[src/design/e2u_pkg.sv]
`timescale 1ns / 1ps
// shared types, constants and the march-based month table for the epoch to utc date pipeline
// no dependencies

package e2u_pkg;

    // stage counts of the two halves of the pipeline
    localparam int DIV_LAT = 4;
    localparam int CIV_LAT = 8;
    localparam int TOTAL_LAT = DIV_LAT + CIV_LAT;
    // time of day finishes early and waits in delay stages
    localparam int TOD_CALC = 3;
    localparam int TOD_PAD = CIV_LAT - TOD_CALC;

    // days from 0000-03-01 to 1970-01-01
    localparam logic [23:0] EPOCH_SHIFT = 24'd719468;

    // seconds per day = 128 * 675
    localparam logic [31:0] DAY_ODD = 32'd675;

    // reciprocal multipliers: floor(x / d) = (x * m) >> k, m = ceil(2^k / d)
    localparam logic [63:0] K_HI = 64'd26;
    localparam logic [63:0] M_HI = ((64'd1 << 26) + 64'd674) / 64'd675;
    localparam logic [63:0] M_LO = ((64'd1 << 37) + 64'd674) / 64'd675;
    localparam logic [63:0] M_ERA = ((64'd1 << 42) + 64'd146096) / 64'd146097;
    localparam logic [63:0] M_HOUR = ((64'd1 << 29) + 64'd3599) / 64'd3600;
    localparam logic [63:0] M_MIN = ((64'd1 << 18) + 64'd59) / 64'd60;
    localparam logic [63:0] M_D1460 = ((64'd1 << 29) + 64'd1459) / 64'd1460;
    localparam logic [63:0] M_D36524 = ((64'd1 << 34) + 64'd36523) / 64'd36524;
    localparam logic [63:0] M_D146096 = ((64'd1 << 36) + 64'd146095) / 64'd146096;
    localparam logic [63:0] M_D365 = ((64'd1 << 27) + 64'd364) / 64'd365;
    localparam logic [63:0] M_D100 = ((64'd1 << 16) + 64'd99) / 64'd100;
    localparam logic [63:0] M_D153 = ((64'd1 << 19) + 64'd152) / 64'd153;

    // day count and second of day handed from the divider to the date and clock stages
    typedef struct packed {
        logic        neg;
        logic [23:0] z;
        logic [16:0] sod;
    } e2u_days_t;

    // first day of each month in a year that starts on march 1
    function automatic logic [8:0] month_start(input logic [3:0] mp);
        logic [8:0] r;
        case (mp)
            4'd0:    r = 9'd0;
            4'd1:    r = 9'd31;
            4'd2:    r = 9'd61;
            4'd3:    r = 9'd92;
            4'd4:    r = 9'd122;
            4'd5:    r = 9'd153;
            4'd6:    r = 9'd184;
            4'd7:    r = 9'd214;
            4'd8:    r = 9'd245;
            4'd9:    r = 9'd275;
            4'd10:   r = 9'd306;
            4'd11:   r = 9'd337;
            default: r = 9'd0;
        endcase
        return r;
    endfunction

endpackage

[src/design/epoch_seconds_to_utc_date.sv]
`timescale 1ns / 1ps
// top level: unix seconds to utc calendar date and time of day
// depends on e2u_pkg, e2u_divday, e2u_civil, e2u_tod

// Converts a signed 41-bit count of seconds since 1970-01-01 UTC into the
// Gregorian year, month, day, hour, minute and second. The block is a
// 12-stage pipeline: a request can be taken every cycle while the output is
// not stalled. Four stages split the day number off by reciprocal
// multiplication, eight more find the year, month and day while the time
// of day runs alongside. A stall on the output freezes the whole pipeline,
// so the input is stalled exactly while a result waits. A negative
// timestamp gives valid_res low and all other fields zero.

module epoch_seconds_to_utc_date (
    input  logic        clk,
    input  logic        rst_n,
    input  logic        in_valid,
    output logic        in_stall,
    input  logic [40:0] timestamp,
    output logic        out_valid,
    input  logic        out_stall,
    output logic        valid_res,
    output logic [15:0] year,
    output logic [3:0]  month,
    output logic [4:0]  day,
    output logic [4:0]  hour,
    output logic [5:0]  minute,
    output logic [5:0]  second
);

    logic                          en;
    logic [e2u_pkg::TOTAL_LAT-1:0] vld_reg;
    logic [e2u_pkg::TOTAL_LAT-1:0] vld_next;
    e2u_pkg::e2u_days_t            days;

    // pipeline moves unless a finished result is held
    assign en = !(vld_reg[e2u_pkg::TOTAL_LAT-1] && out_stall);
    assign in_stall = !en;
    assign out_valid = vld_reg[e2u_pkg::TOTAL_LAT-1];

    // valid bits travel with the data
    assign vld_next = {vld_reg[e2u_pkg::TOTAL_LAT-2:0], in_valid};

    always_ff @(posedge clk or negedge rst_n)
    begin
        if (!rst_n)
        begin
            vld_reg <= '0;
        end
        else if (en)
        begin
            vld_reg <= vld_next;
        end
    end

    e2u_divday u_divday (
        .clk       (clk),
        .en        (en),
        .timestamp (timestamp),
        .days_out  (days)
    );

    e2u_civil u_civil (
        .clk       (clk),
        .en        (en),
        .days_in   (days),
        .valid_res (valid_res),
        .year      (year),
        .month     (month),
        .day       (day)
    );

    e2u_tod u_tod (
        .clk     (clk),
        .en      (en),
        .days_in (days),
        .hour    (hour),
        .minute  (minute),
        .second  (second)
    );

endmodule

[src/design/e2u_divday.sv]
`timescale 1ns / 1ps
// four-stage split of a timestamp into day number and second of day
// depends on e2u_pkg

module e2u_divday (
    input  logic                clk,
    input  logic                en,
    input  logic [40:0]         timestamp,
    output e2u_pkg::e2u_days_t  days_out
);

    logic [15:0] hi;
    logic [16:0] lo;
    logic [32:0] p_hi;
    logic [6:0]  qh_next;

    logic        s1_neg_reg;
    logic [15:0] s1_hi_reg;
    logic [16:0] s1_lo_reg;
    logic [6:0]  s1_low7_reg;
    logic [6:0]  s1_qh_reg;

    logic [15:0] rh16;
    logic [26:0] x2_next;

    logic        s2_neg_reg;
    logic [26:0] s2_x2_reg;
    logic [6:0]  s2_qh_reg;
    logic [6:0]  s2_low7_reg;

    logic [54:0] p_lo;
    logic [16:0] q2_next;

    logic        s3_neg_reg;
    logic [26:0] s3_x2_reg;
    logic [16:0] s3_q2_reg;
    logic [6:0]  s3_qh_reg;
    logic [6:0]  s3_low7_reg;

    logic [26:0]        r2w;
    logic [23:0]        days;
    e2u_pkg::e2u_days_t days_next;
    e2u_pkg::e2u_days_t s4_reg;

    // stage 1: upper part of seconds/128 divided by 675
    assign hi = timestamp[39:24];
    assign lo = timestamp[23:7];
    assign p_hi = hi * e2u_pkg::M_HI[16:0];
    assign qh_next = p_hi[32:26];

    always_ff @(posedge clk)
    begin
        if (en)
        begin
            s1_neg_reg <= timestamp[40];
            s1_hi_reg <= hi;
            s1_lo_reg <= lo;
            s1_low7_reg <= timestamp[6:0];
            s1_qh_reg <= qh_next;
        end
    end

    // stage 2: remainder of the upper part joined to the lower bits
    assign rh16 = s1_hi_reg - ({9'd0, s1_qh_reg} * 16'(e2u_pkg::DAY_ODD));
    assign x2_next = {rh16[9:0], s1_lo_reg};

    always_ff @(posedge clk)
    begin
        if (en)
        begin
            s2_neg_reg <= s1_neg_reg;
            s2_x2_reg <= x2_next;
            s2_qh_reg <= s1_qh_reg;
            s2_low7_reg <= s1_low7_reg;
        end
    end

    // stage 3: lower quotient digit
    assign p_lo = s2_x2_reg * e2u_pkg::M_LO[27:0];
    assign q2_next = p_lo[53:37];

    always_ff @(posedge clk)
    begin
        if (en)
        begin
            s3_neg_reg <= s2_neg_reg;
            s3_x2_reg <= s2_x2_reg;
            s3_q2_reg <= q2_next;
            s3_qh_reg <= s2_qh_reg;
            s3_low7_reg <= s2_low7_reg;
        end
    end

    // stage 4: second of day and shifted day number
    assign r2w = s3_x2_reg - ({10'd0, s3_q2_reg} * 27'(e2u_pkg::DAY_ODD));
    assign days = {s3_qh_reg, 17'd0} + {7'd0, s3_q2_reg};

    always_comb
    begin
        days_next.neg = s3_neg_reg;
        days_next.z = days + e2u_pkg::EPOCH_SHIFT;
        days_next.sod = {r2w[9:0], s3_low7_reg};
    end

    always_ff @(posedge clk)
    begin
        if (en)
        begin
            s4_reg <= days_next;
        end
    end

    assign days_out = s4_reg;

endmodule

[src/design/e2u_tod.sv]
`timescale 1ns / 1ps
// hour, minute and second from the second of day, delayed to line up with the date
// depends on e2u_pkg

module e2u_tod (
    input  logic               clk,
    input  logic               en,
    input  e2u_pkg::e2u_days_t days_in,
    output logic [4:0]         hour,
    output logic [5:0]         minute,
    output logic [5:0]         second
);

    typedef struct packed {
        logic [4:0] hour;
        logic [5:0] minute;
        logic [5:0] second;
    } tod_t;

    logic [34:0] p_hour;
    logic        s5_neg_reg;
    logic [16:0] s5_sod_reg;
    logic [4:0]  s5_hour_reg;

    logic [16:0] rem17;
    logic        s6_neg_reg;
    logic [11:0] s6_rem_reg;
    logic [4:0]  s6_hour_reg;

    logic [24:0] p_min;
    logic        s7_neg_reg;
    logic [11:0] s7_rem_reg;
    logic [4:0]  s7_hour_reg;
    logic [5:0]  s7_min_reg;

    logic [11:0] sec12;
    tod_t        tod_next;
    tod_t        pad_reg [e2u_pkg::TOD_PAD];

    // hour by reciprocal of 3600
    assign p_hour = days_in.sod * e2u_pkg::M_HOUR[17:0];

    always_ff @(posedge clk)
    begin
        if (en)
        begin
            s5_neg_reg <= days_in.neg;
            s5_sod_reg <= days_in.sod;
            s5_hour_reg <= p_hour[33:29];
        end
    end

    // second of hour
    assign rem17 = s5_sod_reg - ({12'd0, s5_hour_reg} * 17'd3600);

    always_ff @(posedge clk)
    begin
        if (en)
        begin
            s6_neg_reg <= s5_neg_reg;
            s6_rem_reg <= rem17[11:0];
            s6_hour_reg <= s5_hour_reg;
        end
    end

    // minute by reciprocal of 60
    assign p_min = s6_rem_reg * e2u_pkg::M_MIN[12:0];

    always_ff @(posedge clk)
    begin
        if (en)
        begin
            s7_neg_reg <= s6_neg_reg;
            s7_rem_reg <= s6_rem_reg;
            s7_hour_reg <= s6_hour_reg;
            s7_min_reg <= p_min[23:18];
        end
    end

    // second of minute, zeroed for a negative timestamp
    assign sec12 = s7_rem_reg - ({6'd0, s7_min_reg} * 12'd60);

    always_comb
    begin
        if (s7_neg_reg)
        begin
            tod_next = '0;
        end
        else
        begin
            tod_next.hour = s7_hour_reg;
            tod_next.minute = s7_min_reg;
            tod_next.second = sec12[5:0];
        end
    end

    // delay line to match the date stages
    always_ff @(posedge clk)
    begin
        if (en)
        begin
            pad_reg[0] <= tod_next;
            for (int i = 1; i < e2u_pkg::TOD_PAD; i++)
            begin
                pad_reg[i] <= pad_reg[i-1];
            end
        end
    end

    assign hour = pad_reg[e2u_pkg::TOD_PAD-1].hour;
    assign minute = pad_reg[e2u_pkg::TOD_PAD-1].minute;
    assign second = pad_reg[e2u_pkg::TOD_PAD-1].second;

endmodule

[src/design/e2u_civil.sv]
`timescale 1ns / 1ps
// eight-stage conversion of a march-based day number into year, month and day
// depends on e2u_pkg

module e2u_civil (
    input  logic               clk,
    input  logic               en,
    input  e2u_pkg::e2u_days_t days_in,
    output logic               valid_res,
    output logic [15:0]        year,
    output logic [3:0]         month,
    output logic [4:0]         day
);

    logic [48:0] p_era;
    logic        s5_neg_reg;
    logic [23:0] s5_z_reg;
    logic [6:0]  s5_era_reg;

    logic [23:0] doe24;
    logic        s6_neg_reg;
    logic [17:0] s6_doe_reg;
    logic [6:0]  s6_era_reg;

    logic [36:0] p_a;
    logic [36:0] p_b;
    logic [36:0] p_c;
    logic        s7_neg_reg;
    logic [17:0] s7_doe_reg;
    logic [6:0]  s7_era_reg;
    logic [6:0]  s7_a_reg;
    logic [1:0]  s7_b_reg;
    logic        s7_c_reg;

    logic [17:0] t_next;
    logic        s8_neg_reg;
    logic [17:0] s8_t_reg;
    logic [17:0] s8_doe_reg;
    logic [6:0]  s8_era_reg;

    logic [36:0] p_yoe;
    logic        s9_neg_reg;
    logic [8:0]  s9_yoe_reg;
    logic [17:0] s9_doe_reg;
    logic [6:0]  s9_era_reg;

    logic [18:0] p_y100;
    logic [17:0] yd;
    logic [17:0] doy18;
    logic [15:0] y_next;
    logic        s10_neg_reg;
    logic [8:0]  s10_doy_reg;
    logic [15:0] s10_y_reg;

    logic [10:0] x153;
    logic [22:0] p_mp;
    logic        s11_neg_reg;
    logic [8:0]  s11_doy_reg;
    logic [15:0] s11_y_reg;
    logic [3:0]  s11_mp_reg;

    logic [8:0]  dom9;
    logic        early;
    logic        valid_reg;
    logic [15:0] year_reg;
    logic [3:0]  month_reg;
    logic [4:0]  day_reg;

    // 400-year era
    assign p_era = days_in.z * e2u_pkg::M_ERA[24:0];

    always_ff @(posedge clk)
    begin
        if (en)
        begin
            s5_neg_reg <= days_in.neg;
            s5_z_reg <= days_in.z;
            s5_era_reg <= p_era[48:42];
        end
    end

    // day of era
    assign doe24 = s5_z_reg - ({17'd0, s5_era_reg} * 24'd146097);

    always_ff @(posedge clk)
    begin
        if (en)
        begin
            s6_neg_reg <= s5_neg_reg;
            s6_doe_reg <= doe24[17:0];
            s6_era_reg <= s5_era_reg;
        end
    end

    // leap day corrections within the era
    assign p_a = s6_doe_reg * e2u_pkg::M_D1460[18:0];
    assign p_b = s6_doe_reg * e2u_pkg::M_D36524[18:0];
    assign p_c = s6_doe_reg * e2u_pkg::M_D146096[18:0];

    always_ff @(posedge clk)
    begin
        if (en)
        begin
            s7_neg_reg <= s6_neg_reg;
            s7_doe_reg <= s6_doe_reg;
            s7_era_reg <= s6_era_reg;
            s7_a_reg <= p_a[35:29];
            s7_b_reg <= p_b[35:34];
            s7_c_reg <= p_c[36];
        end
    end

    // day count on a plain 365-day grid
    assign t_next = s7_doe_reg - {11'd0, s7_a_reg} + {16'd0, s7_b_reg} - {17'd0, s7_c_reg};

    always_ff @(posedge clk)
    begin
        if (en)
        begin
            s8_neg_reg <= s7_neg_reg;
            s8_t_reg <= t_next;
            s8_doe_reg <= s7_doe_reg;
            s8_era_reg <= s7_era_reg;
        end
    end

    // year of era
    assign p_yoe = s8_t_reg * e2u_pkg::M_D365[18:0];

    always_ff @(posedge clk)
    begin
        if (en)
        begin
            s9_neg_reg <= s8_neg_reg;
            s9_yoe_reg <= p_yoe[35:27];
            s9_doe_reg <= s8_doe_reg;
            s9_era_reg <= s8_era_reg;
        end
    end

    // day of year and march-based year
    assign p_y100 = s9_yoe_reg * e2u_pkg::M_D100[9:0];
    assign yd = {9'd0, s9_yoe_reg} * 18'd365;
    assign doy18 = s9_doe_reg - (yd + {11'd0, s9_yoe_reg[8:2]} - {16'd0, p_y100[17:16]});
    assign y_next = ({9'd0, s9_era_reg} * 16'd400) + {7'd0, s9_yoe_reg};

    always_ff @(posedge clk)
    begin
        if (en)
        begin
            s10_neg_reg <= s9_neg_reg;
            s10_doy_reg <= doy18[8:0];
            s10_y_reg <= y_next;
        end
    end

    // month index counted from march
    assign x153 = ({2'd0, s10_doy_reg} * 11'd5) + 11'd2;
    assign p_mp = x153 * e2u_pkg::M_D153[11:0];

    always_ff @(posedge clk)
    begin
        if (en)
        begin
            s11_neg_reg <= s10_neg_reg;
            s11_doy_reg <= s10_doy_reg;
            s11_y_reg <= s10_y_reg;
            s11_mp_reg <= p_mp[22:19];
        end
    end

    // calendar month, day and year; january and february belong to the next year
    assign dom9 = s11_doy_reg - e2u_pkg::month_start(s11_mp_reg) + 9'd1;
    assign early = (s11_mp_reg >= 4'd10);

    always_ff @(posedge clk)
    begin
        if (en)
        begin
            valid_reg <= !s11_neg_reg;
            if (s11_neg_reg)
            begin
                year_reg <= '0;
                month_reg <= '0;
                day_reg <= '0;
            end
            else
            begin
                year_reg <= s11_y_reg + {15'd0, early};
                month_reg <= early ? (s11_mp_reg - 4'd9) : (s11_mp_reg + 4'd3);
                day_reg <= dom9[4:0];
            end
        end
    end

    assign valid_res = valid_reg;
    assign year = year_reg;
    assign month = month_reg;
    assign day = day_reg;

endmodule

[config.mk]
export PLATFORM = sky130hd
export DESIGN_NAME = epoch_seconds_to_utc_date
export DESIGN_NICKNAME = d
export VERILOG_FILES = /design/src/design/e2u_pkg.sv /design/src/design/epoch_seconds_to_utc_date.sv /design/src/design/e2u_divday.sv /design/src/design/e2u_tod.sv /design/src/design/e2u_civil.sv
export SDC_FILE = /design/constraint.sdc
export NUM_CORES = 2
export LEC_CHECK = 0
export BUFFER_PORTS_ARGS = -buffer_cell sky130_fd_sc_hd__buf_4
export CORE_AREA = 2 2 409 330
export DETAILED_ROUTE_END_ITERATION = 7
export DIE_AREA = 0 0 411 332
export GPL_TIMING_DRIVEN = 0
export PLACE_DENSITY = 0.71
export RECOVER_POWER = 100
export SLEW_MARGIN = 20
export SYNTH_ARGS = -nofsm -noshare
export SYNTH_HDL_FRONTEND = slang
export SYNTH_HIERARCHICAL = 1
export SYNTH_SLANG_ARGS = --single-unit
[constraint.sdc]
create_clock -name clk -period 7.2 [get_ports clk]
set_input_delay 1.44 -clock clk [delete_from_list [all_inputs] [get_ports clk]]
set_output_delay 1.44 -clock clk [all_outputs]
set_load 0.01 [all_outputs]
==> results.sh <==
export IMPL_synth_compound_area_frac=0.0476
export IMPL_cts_tree="built"
export IMPL_setup_worst_path_end_class="register"
export IMPL_overflow=0
export IMPL_syn_num_nets=8923
export IMPL_grt_pass1_vias=46315
export IMPL_cts_root_buf="clkbuf_16"
export IMPL_cpMostUsedCell="ha_4"
export IMPL_fillers=10915
export IMPL_worstPathArrival_ns=7.54
export IMPL_synth_seq_area_share=0.228
export IMPL_failed_checks="capacitance limit, slew limit"
export IMPL_grt_busiest_layer="met2"
export IMPL_hold_class="register to register"
export IMPL_drt_total_wl_mm=144
export IMPL_n_antenna_cell=0
export IMPL_use_met1=0.324
export IMPL_die_y_um=332
export IMPL_drc=0
export IMPL_slew_headroom=-1.42
export IMPL_core_region_area_um2=133000
export IMPL_grt_util_met2=0.354
export IMPL_period_share=0.964
export IMPL_synthMuxAreaShare=0.00326
export IMPL_grtUsageMet3=0.0305
export IMPL_ios=90
export IMPL_final_cell_mix="inv_1 (1689), ha_1 (1628), fa_1 (1008), edfxtp_1 (534), xnor2_1 (176)"
export IMPL_avgSynthCellArea_um2=11.6
export IMPL_largest_reg_flops=85
export IMPL_setup_viol=0
export IMPL_yosysWarnings=6
export IMPL_finalHoldViolations=0
export IMPL_grt_start_max_net_pins=101
export IMPL_synth_simple_area_share=0.0369
export IMPL_synth_fa_ha_area_frac=0.565
export IMPL_timing_hold_ws_ns=0.383
export IMPL_status="finished with violations"
export IMPL_antenna_found_initial=1
export IMPL_dr_pass1_iters=5
export IMPL_syn_inst=6223
export IMPL_ys_dominant_reg_cell="edfxtp_1"
export IMPL_synth_area_um2=72200
export IMPL_drt_iter0_drc=2354
export IMPL_syn_to_final_growth_pct=7.55
export IMPL_report_final_slew_viol_count=361
export IMPL_grtUsageTotal=0.221
export IMPL_crit_slowest_cell="fa_1"
export IMPL_async_flop_share=0.0218
export IMPL_clockBufferDepth=3
export IMPL_drive_gt1_frac=0.0388
export IMPL_synth_top_family_by_area="adder cells"
export IMPL_cap_viol_max_count=4
export IMPL_fin_ws_ns=0.257
export IMPL_min_period_ns=6.94
export IMPL_cts_sinks=551
export IMPL_row_count=120
export IMPL_drtAntennaViolNets=0
export IMPL_synth_seq_cells=551
export IMPL_slowest_delay_ns=0.55
export IMPL_final_common_cell="inv_1"
export IMPL_dieArea_um2=136000
export IMPL_worst_setup_path_type="register to register"
export IMPL_synth_distinct_cells=91
export IMPL_htreeDepth=2
export IMPL_cp_required_ns=7.80
export IMPL_hpwl_mm=120
export IMPL_place_gp_congestion=0.912
export IMPL_clkSlewWorstSetupHoldPaths_ns=0.06
export IMPL_cp_start_kind="register"
export IMPL_routedWlPerCell_um=17.5
export IMPL_place_ws_ns=-0.689
export IMPL_fin_skew_ns=0.0484
export IMPL_synth_xor_area_share=0.0304
export IMPL_finalSetupTns_ns=0
export IMPL_cp_max_fo=4
export IMPL_numCtsBuffers=61
export IMPL_worstMarginPinSlew_ns=3.63
export IMPL_grt_pass1_wl_mm=241
export IMPL_hold_buffers=0
export IMPL_initial_core_util=0.544
export IMPL_place_port_buffers=89
export IMPL_synthTopCellsByArea="ha_1 (28%), fa_1 (28%), edfxtp_1 (22%), inv_1 (8.8%), xnor2_1 (2.2%)"
export IMPL_via_count=42923
export IMPL_die_x_um=411
export IMPL_synth_edf_count=534
export IMPL_yosys_area_top_type="ha_1"
export IMPL_vias_per_cell=5.21
export IMPL_netlist_area_leader_share=0.285
export IMPL_insertion_delay_ns=0.70
export IMPL_clock_fmax_mhz=144
export IMPL_nets=9124
[repair_timing]
action,CTS,global route
pin swaps,4,34
setup buffers,4,39
cloned,0,0
endpoints found under the setup margin,12,10
gates resized for setup,14,40
[critical path, delay by kind of cell, from the launching register on]
kind | cells | cell delay (ns)
adder cells (fa/ha/maj) | 9 | 3.35
AO/OA/AOI/OAI | 12 | 2.00
flip-flops | 1 | 0.45
multiplexers | 3 | 0.42
XOR/XNOR | 1 | 0.28
buffers and inverters | 3 | 0.17
AND/OR/NAND/NOR | 1 | 0.16
[path summary, 6_finish.rpt]
kind | cells past startpoint | start | end | slack (ns)
min in group asynchronous | 1 | rst_n | vld_reg[2] | 0.73
worst min-delay path | 0 | u_tod/s5_sod_reg[2] | u_tod/s6_rem_reg[2] | 0.38
worst max-delay path | 29 | u_civil/s10_doy_reg[1] | register | 0.26
worst min register to register | 0 | u_tod/s5_sod_reg[2] | u_tod/s6_rem_reg[2] | 0.38
worst max register to register | 29 | u_civil/s10_doy_reg[1] | register | 0.26
max in group asynchronous | 1 | rst_n | vld_reg[1] | 6.07
[metal layers]
| layer | share of wire | vias up |
|---|---|---|
| li1 | - | 20615 |
| met1 | 0.47 | 21364 |
| met2 | 0.46 | 799 |
| met3 | 0.048 | 145 |
| met4 | 0.015 | 0 |
| met5 | 0 | - |
[logic make-up after synthesis]
| kind of cell | after synthesis |
|---|---|
| XOR/XNOR | 249 |
| multiplexers | 19 |
| adder cells (fa/ha/maj) | 2655 |
| AO/OA/AOI/OAI | 520 |
| buffers and inverters | 1705 |
| flip-flops | 551 |
| AND/OR/NAND/NOR | 524 |
[cell usage after synthesis (6+ instances only)]
master    number
edfxtp_1     534
and4_1        10
nand3_1       50
nand2_1      106
xor2_1        70
nand4_1       38
a21o_1        53
o21a_1        33
nor3_1        52
o21bai_1      23
clkbuf_1       9
inv_1       1694
o211ai_1      20
a31oi_1        8
xnor2_1      178
mux2_4         7
and2_1        11
a211o_1       14
a211oi_1      33
nand2b_1      20
dfrtp_1       12
nor2_1       128
or3_1         10
nor2b_1       40
ha_1        1643
fa_1        1012
or2_2          8
a21boi_0       8
o21ai_0       92
o31ai_1        6
mux2i_1        6
and3_1        21
a21oi_1      164
[layout make-up]
class                   instances  area (um2)  share of cell area
plain buffers                  11        41.3            0.000532
multi-input cells            3967       49600               0.639
clock buffers                  74        1600              0.0205
well taps                    1769        2210              0.0285
inverters                    1694        6360              0.0819
flip-flops and latches        551       16400               0.212
clock inverters                40         531             0.00683
repair buffers                138         886              0.0114
[through the flow]
stage                     cell area (um2)  std cells   util
final                               77600       8244  0.585
after global routing                77600       8244  0.585
after CTS                           77400       8205  0.583
after detailed placement            75200       8087  0.567
after global placement              75100       8081  0.566
after floorplan                     72200       6223      -
Power is not shown: default switching activity piles up to over one toggle a cycle in this logic, so the estimate is an artifact.
